File: src/rtl/swrm_pkg.sv
// ----------------------------------------------------------------------------
// Sliding window rate monitor package
// Shared types, field widths and constants for the rate monitor block.
// ----------------------------------------------------------------------------
`timescale 1ns / 1ps
`default_nettype none

package swrm_pkg;

  // Width of the channel field on the input channel.
  localparam int CH_W = 4;

  // Bit-serial divider sizes: numerator magnitude and divisor magnitude.
  localparam int DIV_NW = 40;
  localparam int DIV_DW = 33;
  localparam int DIV_CW = $clog2(DIV_NW);

  // Arithmetic constants.
  localparam logic signed [32:0] ZERO_DT_DIVISOR = 33'sd1000000;
  localparam logic signed [32:0] HOUR_SECONDS    = 33'sd3600;

  // Action codes.
  localparam logic ACT_INIT = 1'b0;
  localparam logic ACT_POLL = 1'b1;

  // Window codes.
  localparam logic WIN_MINUTE = 1'b0;
  localparam logic WIN_HOUR   = 1'b1;

  // One input transaction.
  typedef struct packed {
    logic              action;
    logic [CH_W-1:0]   channel;
    logic              last_channel;
    logic signed [31:0] now_seconds;
    logic signed [31:0] in_count;
    logic signed [31:0] out_count;
    logic signed [31:0] dropped_count;
    logic signed [31:0] wait_sum;
    logic signed [31:0] wait_num;
  } in_item_t;

  // One result transaction.
  typedef struct packed {
    logic              window;
    logic signed [31:0] in_rate;
    logic signed [31:0] out_rate;
    logic signed [31:0] dropped_rate;
    logic signed [31:0] avg_wait;
    logic signed [31:0] max_in;
    logic signed [31:0] max_out;
    logic signed [31:0] max_dropped;
    logic signed [31:0] max_wait;
    logic              last;
  } out_item_t;

  // Sequencer states.
  typedef enum logic [2:0] {
    ST_IDLE,
    ST_INIT,
    ST_READ,
    ST_LOAD,
    ST_PREP,
    ST_START,
    ST_DIV,
    ST_FIN
  } state_t;

  // Turns a quotient magnitude and its sign into a saturated 32-bit value.
  function automatic logic [31:0] sat_quo(input logic [DIV_NW-1:0] q, input logic neg);
    logic [31:0] r;
    if (!neg) begin
      r = (|q[DIV_NW-1:31]) ? 32'h7fff_ffff : q[31:0];
    end else begin
      r = ((|q[DIV_NW-1:32]) || (q[31] && (|q[30:0]))) ? 32'h8000_0000 : (32'd0 - q[31:0]);
    end
    return r;
  endfunction

endpackage

`default_nettype wire

File: src/rtl/swrm_div.sv
// ----------------------------------------------------------------------------
// Bit-serial divider
// Restoring unsigned division, one quotient bit per cycle.
// ----------------------------------------------------------------------------
`timescale 1ns / 1ps
`default_nettype none

module swrm_div import swrm_pkg::*; (
  input  wire logic              clk,
  input  wire logic              rst_n,
  input  wire logic              start,
  input  wire logic [DIV_NW-1:0] num_mag,
  input  wire logic [DIV_DW-1:0] den_mag,
  output logic                   done,
  output logic [DIV_NW-1:0]      quo
);

  logic              busy_r;
  logic              done_r;
  logic [DIV_CW-1:0] cnt_r;
  logic [DIV_NW-1:0] quo_r;
  logic [DIV_DW-1:0] rem_r;
  logic [DIV_DW-1:0] den_r;

  logic [DIV_DW:0]   rem_sh;
  logic [DIV_DW:0]   rem_sub;
  logic              ge;

  // One trial subtraction per cycle.
  always_comb begin
    rem_sh  = {rem_r, quo_r[DIV_NW-1]};
    rem_sub = rem_sh - {1'b0, den_r};
    ge      = (rem_sh >= {1'b0, den_r});
  end

  // Control: step count and completion pulse.
  always_ff @(posedge clk) begin
    if (!rst_n) begin
      busy_r <= 1'b0;
      done_r <= 1'b0;
      cnt_r  <= '0;
    end else begin
      done_r <= 1'b0;
      if (start) begin
        busy_r <= 1'b1;
        cnt_r  <= '0;
      end else if (busy_r) begin
        cnt_r <= cnt_r + 1'b1;
        if (cnt_r == DIV_CW'(DIV_NW - 1)) begin
          busy_r <= 1'b0;
          done_r <= 1'b1;
        end
      end
    end
  end

  // Datapath: the numerator shifts out as quotient bits shift in.
  always_ff @(posedge clk) begin
    if (start) begin
      quo_r <= num_mag;
      rem_r <= '0;
      den_r <= den_mag;
    end else if (busy_r) begin
      quo_r <= {quo_r[DIV_NW-2:0], ge};
      rem_r <= ge ? rem_sub[DIV_DW-1:0] : rem_sh[DIV_DW-1:0];
    end
  end

  assign done = done_r;
  assign quo  = quo_r;

endmodule

`default_nettype wire

File: config.mk
export PLATFORM = sky130hd
export DESIGN_NAME = swrm_div
export DESIGN_NICKNAME = d
export VERILOG_FILES = /design/src/rtl/swrm_pkg.sv /design/src/rtl/swrm_div.sv
export SDC_FILE = /design/constraint.sdc
export NUM_CORES = 1
export LEC_CHECK = 0
export ABC_AREA = 0
export BUFFER_PORTS_ARGS = -buffer_cell sky130_fd_sc_hd__clkbuf_2
export CELL_PAD_IN_SITES_DETAIL_PLACEMENT = 0
export CELL_PAD_IN_SITES_GLOBAL_PLACEMENT = 1
export CORE_MARGIN = 2
export CORE_UTILIZATION = 30
export CTS_CLUSTER_DIAMETER = 100
export DETAILED_ROUTE_END_ITERATION = 16
export PLACE_DENSITY = 0.61
export SLEW_MARGIN = 40
export SYNTH_ARGS = -nofsm -noshare
export SYNTH_HDL_FRONTEND = slang
export SYNTH_SLANG_ARGS = --single-unit
File: constraint.sdc
create_clock -name clk -period 3.7 [get_ports clk]
set_input_delay 0.185 -clock clk [delete_from_list [all_inputs] [get_ports clk]]
set_output_delay 0.185 -clock clk [all_outputs]
set_load 0.005 [all_outputs]
==> reports/qor.csv, run 1 <==
stage,metric,value,unit
run_status,outcome,"finished, final reports clean",
clocking,cts_tree,built,
die,dieArea,21810,um2
logic_synthesis,synth_seq_area_share,48.64,%
layout,layout.nets,833,
critical_path,cp.required,4020,ps
detailed_routing,drt_iter0_markers,175,
logic_synthesis,synth_ff_type,edfxtp_1,
clocking,ctsLongestPathBuffers,2,
die,dieWidth,147.7,um
logic_synthesis,syn_nets,674,
layout,fin_cells,1005,
detailed_routing,vias,4790,
layout,final_cell_mix,"clkbuf_2 (115), edfxtp_1 (73), inv_1 (45), dfxtp_1 (41), mux2_2 (39)",
global_route,grt_pass1_vias,5015,
global_route,antenna_found_initial,0,
place,dpl.cell_count,939,
layout,final_layout_size_suffix_gt1_share,27.48,%
detailed_routing,routedWlPerCell,14.72,um
layout,area_growth,29.95,%
run,maxCapViolations,0,
logic_synthesis,synth_cell_types,59,
power,leakagePower,3.619,nW
place,numPortBuffers,116,
place,place_congestion,0.8249,
power,power_density,471.8,nW/um2
logic_synthesis,synth-edff-count,73,
detailed_routing,ant_nets,0,
global_route,grt_first_pass_wirelength,24.70,mm
critical_path,path_common_cell,inv_1,
sta,fin_crit_sh,87.85,%
min_path,hp-class,input pin to flop,
critical_path,crit_path_top_delay_cell,fa_1,
layout,diodes,0,
critical_path,crit_arrival,3570,ps
power,p_int,0.002816,W
sta,rsz0062_at_grt,false,
die,start_util,30.61,%
critical_path,critPathKind,flop to flop,
critical_path,start_kind,flop,
sta,tightest_slew,800.6,ps
sta,period_needed,3250,ps
sta,finalMaxSlewViolations,0,
clocking,clk_pin_slew,60,ps
logic_synthesis,synth_area,6195,um2
layout,multiInputGateArea,2937,um2
detailed_routing,drtPass1Iterations,4,
sta,final.setup.tns,0,ps
logic_synthesis,syn_area_per_cell,11.00,um2
clocking,clk_latency,420,ps
power,power_frac_comb,15.3,%
detailed_routing,drc,0,
die,rows,52,
power,swShare,25.85,%
clocking,cts_resized,0,
critical_path,crit_path_end_kind,flop,
sta,fin_skew,6.284,ps
sta,clock.fmax,307.7,MHz
critical_path,crit_path_cell_trace,inv_1 > ha_1 > inv_1 > fa_1 > a21oi_1 > o221a_4 > a21o_1 > and2_4 > o211a_4 > a2111oi_4 > o21ai_4 > buf_4 > mux2i_1 > a211oi_1,
detailed_routing,viasPerCell,4.766,
critical_path,critPathMaxStageDelay,400,ps
layout,regArea,3013,um2
global_route,grt_start_max_net_pins,41,
clocking,h-tree-depth,4,
layout,layout.cells.most_common,clkbuf_2,
sta,hold_violations,0,
critical_path,cp_max_fo,12,
logic_synthesis,synthArstFlopShare,0,%
place,dpl.hpwl,10.86,mm
clocking,cts_root_buf,clkbuf_16,
layout,fill_cells,1990,
power,peakVddDrop,0.2500,mV
die,core_area,20230,um2
logic_synthesis,synth_warnings,0,
power,clockPowerShare,44.7,%
global_route,track_usage,14.19,%
sta,slew_headroom,46.55,%
power,switchingPower,0.0009820,W
logic_synthesis,ys_ff_latch,114,
sta,setup_violations,0,
logic_synthesis,synthCells,563,
clocking,tritoncts.num_buffers,17,
clocking,cts.sinks,114,
global_route,grt-ovfl-total,0,
power,p_seq_share,40.1,%
detailed_routing,drt_wl_total,14.80,mm
die,die_h,147.7,um
die,ios,117,
-- cell type report --
class                      count  share of cell area (%)
clock buffer                  18                   5.331
clock inverter                14                   2.254
inverter                      45                   2.098
multi-input combinational    386                   36.48
sequential                   114                   37.43
tap                          270                   4.196
timing repair buffer         158                   12.22
-- metal layers --
layer	GRT usage [%]	vias up	share of wire, %
li1	-	2391	-
met1	18.12	2253	46
met2	22.65	132	46
met3	5.093	14	6.6
met4	4.183	0	1.1
met5	0	-	0
-- sequential cells by signal (all words and copies together), names as in the netlist --
signal	count
rem_r	33
quo	40
den_r	33
cnt_r	6
done	1
busy_r	1
-- cell usage after synthesis, types with 2 or more instances --
master,instances,area (um2)
edfxtp_1,73,2192
inv_1,45,168.9
dfxtp_1,41,820.8
mux2_2,39,439.2
nor2_1,38,142.6
nand2_1,37,138.9
ha_1,34,425.4
a21oi_1,31,155.2
mux2i_1,27,270.3
o21ai_0,25,125.1
a211oi_1,18,135.1
a21o_1,18,135.1
xnor2_1,18,157.7
xor2_1,15,131.4
clkbuf_1,11,41.29
nand3_1,7,35.03
nand4_1,6,37.54
nor2b_1,6,37.54
o21ai_1,5,25.02
o21bai_1,5,37.54
a32oi_1,4,35.03
and3_1,4,25.02
buf_1,4,15.01
a221oi_1,3,26.28
a31oi_1,3,18.77
and2_1,3,18.77
nand2b_1,3,18.77
nand4b_1,3,26.28
or3_1,3,18.77
buf_4,2,15.01
nor3_1,2,10.01
o2111ai_1,2,17.52
o211ai_1,2,15.01
-- metrics by stage --
step	utilization [%]	total power (W)	instance area [um2]	hold WS [ps]	setup slack (ps)
global placement	35.09	0.002097	7099	364.2	515.3
finish	39.78	0.003798	8050	61.65	449.6
CTS	39.78	0.003868	8050	36.51	382.4
floorplan	-	0.001908	6195	283.9	786.5
detailed placement	35.09	0.002103	7099	363.6	409.7
global route	39.78	0.003983	8050	55.35	218.5
-- power groups by stage --
stage,combinational (W),clock (W),sequential (W)
floorplan,0.000372,0,0.00154
global placement,0.000550,0,0.00155
detailed placement,0.000557,0,0.00155
CTS,0.000587,0.00176,0.00152
global route,0.000652,0.00180,0.00153
finish,0.000579,0.00170,0.00152
-- path summary, 6_finish.rpt --
path                to  slack (ps)  startpoint  depth (start not counted)
max           rem_r[4]         450     quo[39]                         14
min             quo[0]          60  num_mag[0]                          3
max reg2reg   rem_r[4]         450     quo[39]                         14
min reg2reg  rem_r[31]         480   rem_r[31]                          2
-- kinds of logic (layout without fill, tap and decap cells) --
kind of cell    after synthesis  in the layout  share of synthesized area [%]
mux                          67             67                          11.69
compound gates              133            133                          14.87
simple gates                118            118                          8.989
flops                       114            114                          48.64
xor+xnor                     33             33                          4.666
fa+ha+maj                    35             35                          7.191
buf+inv                      63            235                          3.959
-- worst max-delay path, delay by kind of cell (launching register included) --
kind	cells	cell delay (ps)
buffers and inverters	3	460
AND/OR/NAND/NOR	1	170
AO/OA/AOI/OAI	7	1480
multiplexers	1	110
adder cells (fa/ha/maj)	2	560
flip-flops	1	380
-- timing repair --
item / in CTS / in global routing
hold buffers: 34 / 0
setup buffers: 0 / 0
endpoints found under the setup margin: 0 / 0
hold endpoints to repair: 34 / 0
(Power assumes the default switching activity.)
==> inputs of run 2 (changes only) <==
--- a/config.mk
+++ b/config.mk
@@ -7,13 +7,13 @@
 export LEC_CHECK = 0
 export ABC_AREA = 0
 export BUFFER_PORTS_ARGS = -buffer_cell sky130_fd_sc_hd__clkbuf_2
-export CELL_PAD_IN_SITES_DETAIL_PLACEMENT = 0
-export CELL_PAD_IN_SITES_GLOBAL_PLACEMENT = 1
+export CELL_PAD_IN_SITES_DETAIL_PLACEMENT = 2
+export CELL_PAD_IN_SITES_GLOBAL_PLACEMENT = 2
 export CORE_MARGIN = 2
 export CORE_UTILIZATION = 30
 export CTS_CLUSTER_DIAMETER = 100
 export DETAILED_ROUTE_END_ITERATION = 16
-export PLACE_DENSITY = 0.61
+export PLACE_DENSITY = 0.71
 export SLEW_MARGIN = 40
 export SYNTH_ARGS = -nofsm -noshare
 export SYNTH_HDL_FRONTEND = slang
==> run 2 against run 1 <==
Effect of this change: setup slack lost 120 ps; sequential power is essentially flat; combinational power grew 4.8%; register-to-register slack lost 120 ps; first-iteration DRC count grew 12%; largest cell class unchanged.
==> reports/qor.csv, run 2 (synthesized netlist as in run 1, its figures left out) <==
stage,metric,value,unit,change
clocking,h-tree-depth,4,,unchanged
global_route,grt_pass1_vias,5730,,+14%
power,swShare,28.76,%,+2.9 points
sta,setup_violations,0,,unchanged
place,numPortBuffers,116,,unchanged
critical_path,crit_path_top_delay_cell,fa_1,,
detailed_routing,wl_met2,8.979,mm,+33%
min_path,hold_path_end,busy_r,,
sta,slew_headroom,53.33,%,+6.8 points
sta,fin_skew,10.63,ps,+4.343 ps
detailed_routing,drtPass1Iterations,4,,unchanged
sta,period_needed,3366,ps,+115.7 ps
layout,area_growth,28.86,%,
detailed_routing,routedWlPerCell,17.77,um,+21%
layout,largest_register_ffs,40,,unchanged
critical_path,cp.required,3960,ps,-60 ps
critical_path,path_buf_inv,3,,unchanged
detailed_routing,vias,4955,,+3.4%
detailed_routing,viasPerCell,4.940,,+3.7%
run_status,outcome,"finished, final reports clean",,
die,start_util,30.61,%,unchanged
critical_path,ff2ff_path_depth,14,,unchanged
power,power_density,460.9,nW/um2,-2.3%
sta,finalMaxSlewViolations,0,,unchanged
sta,tightest_slew,700.0,ps,-100.6 ps
clocking,cts_resized,0,,unchanged
sta,fin_crit_sh,90.98,%,+3.1 points
die,die_h,147.7,um,unchanged
global_route,grt-ovfl-total,0,,unchanged
clocking,ctsLongestPathBuffers,2,,unchanged
layout,final_cell_mix,"clkbuf_2 (115), edfxtp_1 (73), inv_1 (45), dfxtp_1 (41), mux2_2 (39)",,
power,clockPowerShare,42.1,%,-2.6 points
layout,final_layout_size_suffix_gt1_share,27.56,%,+0.075 points
die,dieArea,21810,um2,unchanged
power,switchingPower,0.001058,W,+7.8%
critical_path,cp_max_fo,11,,-1
detailed_routing,top_layer,met4,,
sta,clock.fmax,297.1,MHz,-3.4%
min_path,whs_path_depth,2,,-1
critical_path,path_common_cell,inv_1,,
power,p_total,0.003679,W,-3.1%
die,rows,52,,unchanged
layout,final_core_util,39.45,%,-0.33 points
critical_path,cp-startpoint,quo[39],,
sta,rsz0062_at_grt,false,,
min_path,hp-class,input pin to flop,,
global_route,antenna_found_initial,0,,unchanged
place,dpl.hpwl,12.95,mm,+19%
run,maxCapViolations,0,,unchanged
critical_path,critPathTopFamily,compound AO/OA/AOI/OAI gates,,
power,leakagePower,3.586,nW,-0.93%
sta,hold_violations,0,,unchanged
layout,diodes,0,,unchanged
power,power_frac_comb,16.5,%,+1.2 points
critical_path,critPathMaxStageDelay,400,ps,about the same
detailed_routing,wl_met3,1.124,mm,+15%
sta,final.setup.tns,0,ps,unchanged
die,dieWidth,147.7,um,unchanged
global_route,grt_first_pass_wirelength,29.61,mm,+20%
min_path,min_from,rst_n,,
detailed_routing,drc,0,,unchanged
clocking,cts.sinks,114,,unchanged
layout,fill_cells,2139,,+7.5%
power,p_int,0.002621,W,-6.9%
global_route,grt_start_max_net_pins,57,,+39%
critical_path,crit_path_cell_trace,inv_1 > ha_1 > inv_1 > fa_1 > a21oi_1 > o221a_4 > a21o_1 > and2_4 > o211a_4 > a2111oi_4 > o21ai_4 > buf_4 > mux2i_1 > a211oi_1,,
detailed_routing,drt_wl_total,17.82,mm,+20%
die,core_area,20230,um2,unchanged
detailed_routing,wl_met1,7.503,mm,+9.1%
global_route,track_usage,17.29,%,+3.1 points
critical_path,start_kind,flop,,
critical_path,rrSetupSlack,330,ps,-120 ps
critical_path,crit_path_end_kind,flop,,
clocking,cts_tree,built,,
power,peakVddDrop,0.2745,mV,+9.8%
place,dpl.cell_count,938,,-0.11%
layout,layout.nets,831,,-0.24%
place,place_congestion,0.8169,,-0.97%
clocking,clk_latency,420,ps,about the same
critical_path,critPathKind,flop to flop,,
layout,fin_cells,1003,,-0.20%
critical_path,r2r_start,quo[39],,
clocking,tritoncts.num_buffers,17,,unchanged
detailed_routing,ant_nets,0,,unchanged
clocking,cts_root_buf,clkbuf_16,,
power,p_seq_share,41.4,%,+1.3 points
critical_path,crit_arrival,3630,ps,+60 ps
sta,setup_slack,333.9,ps,-115.7 ps
clocking,post_cts_buffers,0,,unchanged
critical_path,reg2reg_to,rem_r[22],,
detailed_routing,drt_iter0_markers,196,,+12%
layout,layout.cells.most_common,clkbuf_2,,
die,ios,117,,unchanged
place,dp_slack,394.4,ps,-15.37 ps
clocking,clk_pin_slew,60,ps,about the same
run 2: cell count changes in the layout (fill, tap and decap cells not counted):
cell and delta:
clkinv_4 -4, inv_6 +4, bufinv_16 -3, buf_4 -2
clkinvlp_4 +2, buf_12 +1, clkbuf_1 -1, clkinv_2 +1
dlygate4sd3_1 -1, inv_8 +1
run 2: worst max-delay path by stage:
stage | slack [ps] | to | cells after the start
final | 330 | rem_r[22] | 14
after global routing | 140 | rem_r[28] | 14
after CTS | 310 | rem_r[22] | 14
after detailed placement | 390 | rem_r[28] | 14
after global placement | 530 | rem_r[28] | 14
after floorplan | 790 | rem_r[17] | 14
run 2: layer usage:
layer | global-route usage, % | up-vias
met5 | 0 | -
li1 | - | 2386
met4 | 5.385 | 0
met2 | 30.26 | 115
met1 | 19.84 | 2441
met3 | 6.049 | 13
run 2: worst reg2reg max path, stage by stage (launching register included):
cell,delay [ps]
edfxtp_1,390
inv_1,90
ha_1,180
inv_1,60
fa_1,400
a21oi_1,270
o221a_4,260
a21o_1,130
and2_4,170
o211a_4,200
a2111oi_4,80
o21ai_4,270
buf_4,270
mux2i_1,280
a211oi_1,130
run 2: final cells by class:
class	count	area [um2]	share of cell area [%]
Clock buffer	17	425.4	5.329
Clock inverter	15	122.6	1.536
Inverter	45	168.9	2.116
Multi-Input combinational cell	386	2937	36.79
Sequential cell	114	3013	37.74
Tap cell	270	337.8	4.232
Timing Repair Buffer	156	978.4	12.26
run 2: power groups by stage:
stage / registers (W) / logic [W] / clock network, W
6_report: 0.00152 / 0.000607 / 0.00155
5_1_grt: 0.00154 / 0.000680 / 0.00165
4_1_cts: 0.00153 / 0.000617 / 0.00160
3_5_place_dp: 0.00155 / 0.000582 / 0
3_3_place_gp: 0.00154 / 0.000561 / 0
2_1_floorplan: 0.00154 / 0.000372 / 0
run 2: metrics by stage:
stage / hold WS (ps) / area [um2]
global route: 10.73 / 7983
CTS: 5.765 / 7983
detailed placement: 364.3 / 7104
finish: 20.08 / 7983
global placement: 363.2 / 7104
floorplan: 283.9 / 6195
run 2: timing repair:
item / CTS / global route
hold buffers: 33 / 0
hold endpoints to repair: 33 / 0
setup endpoints to repair: 0 / 0
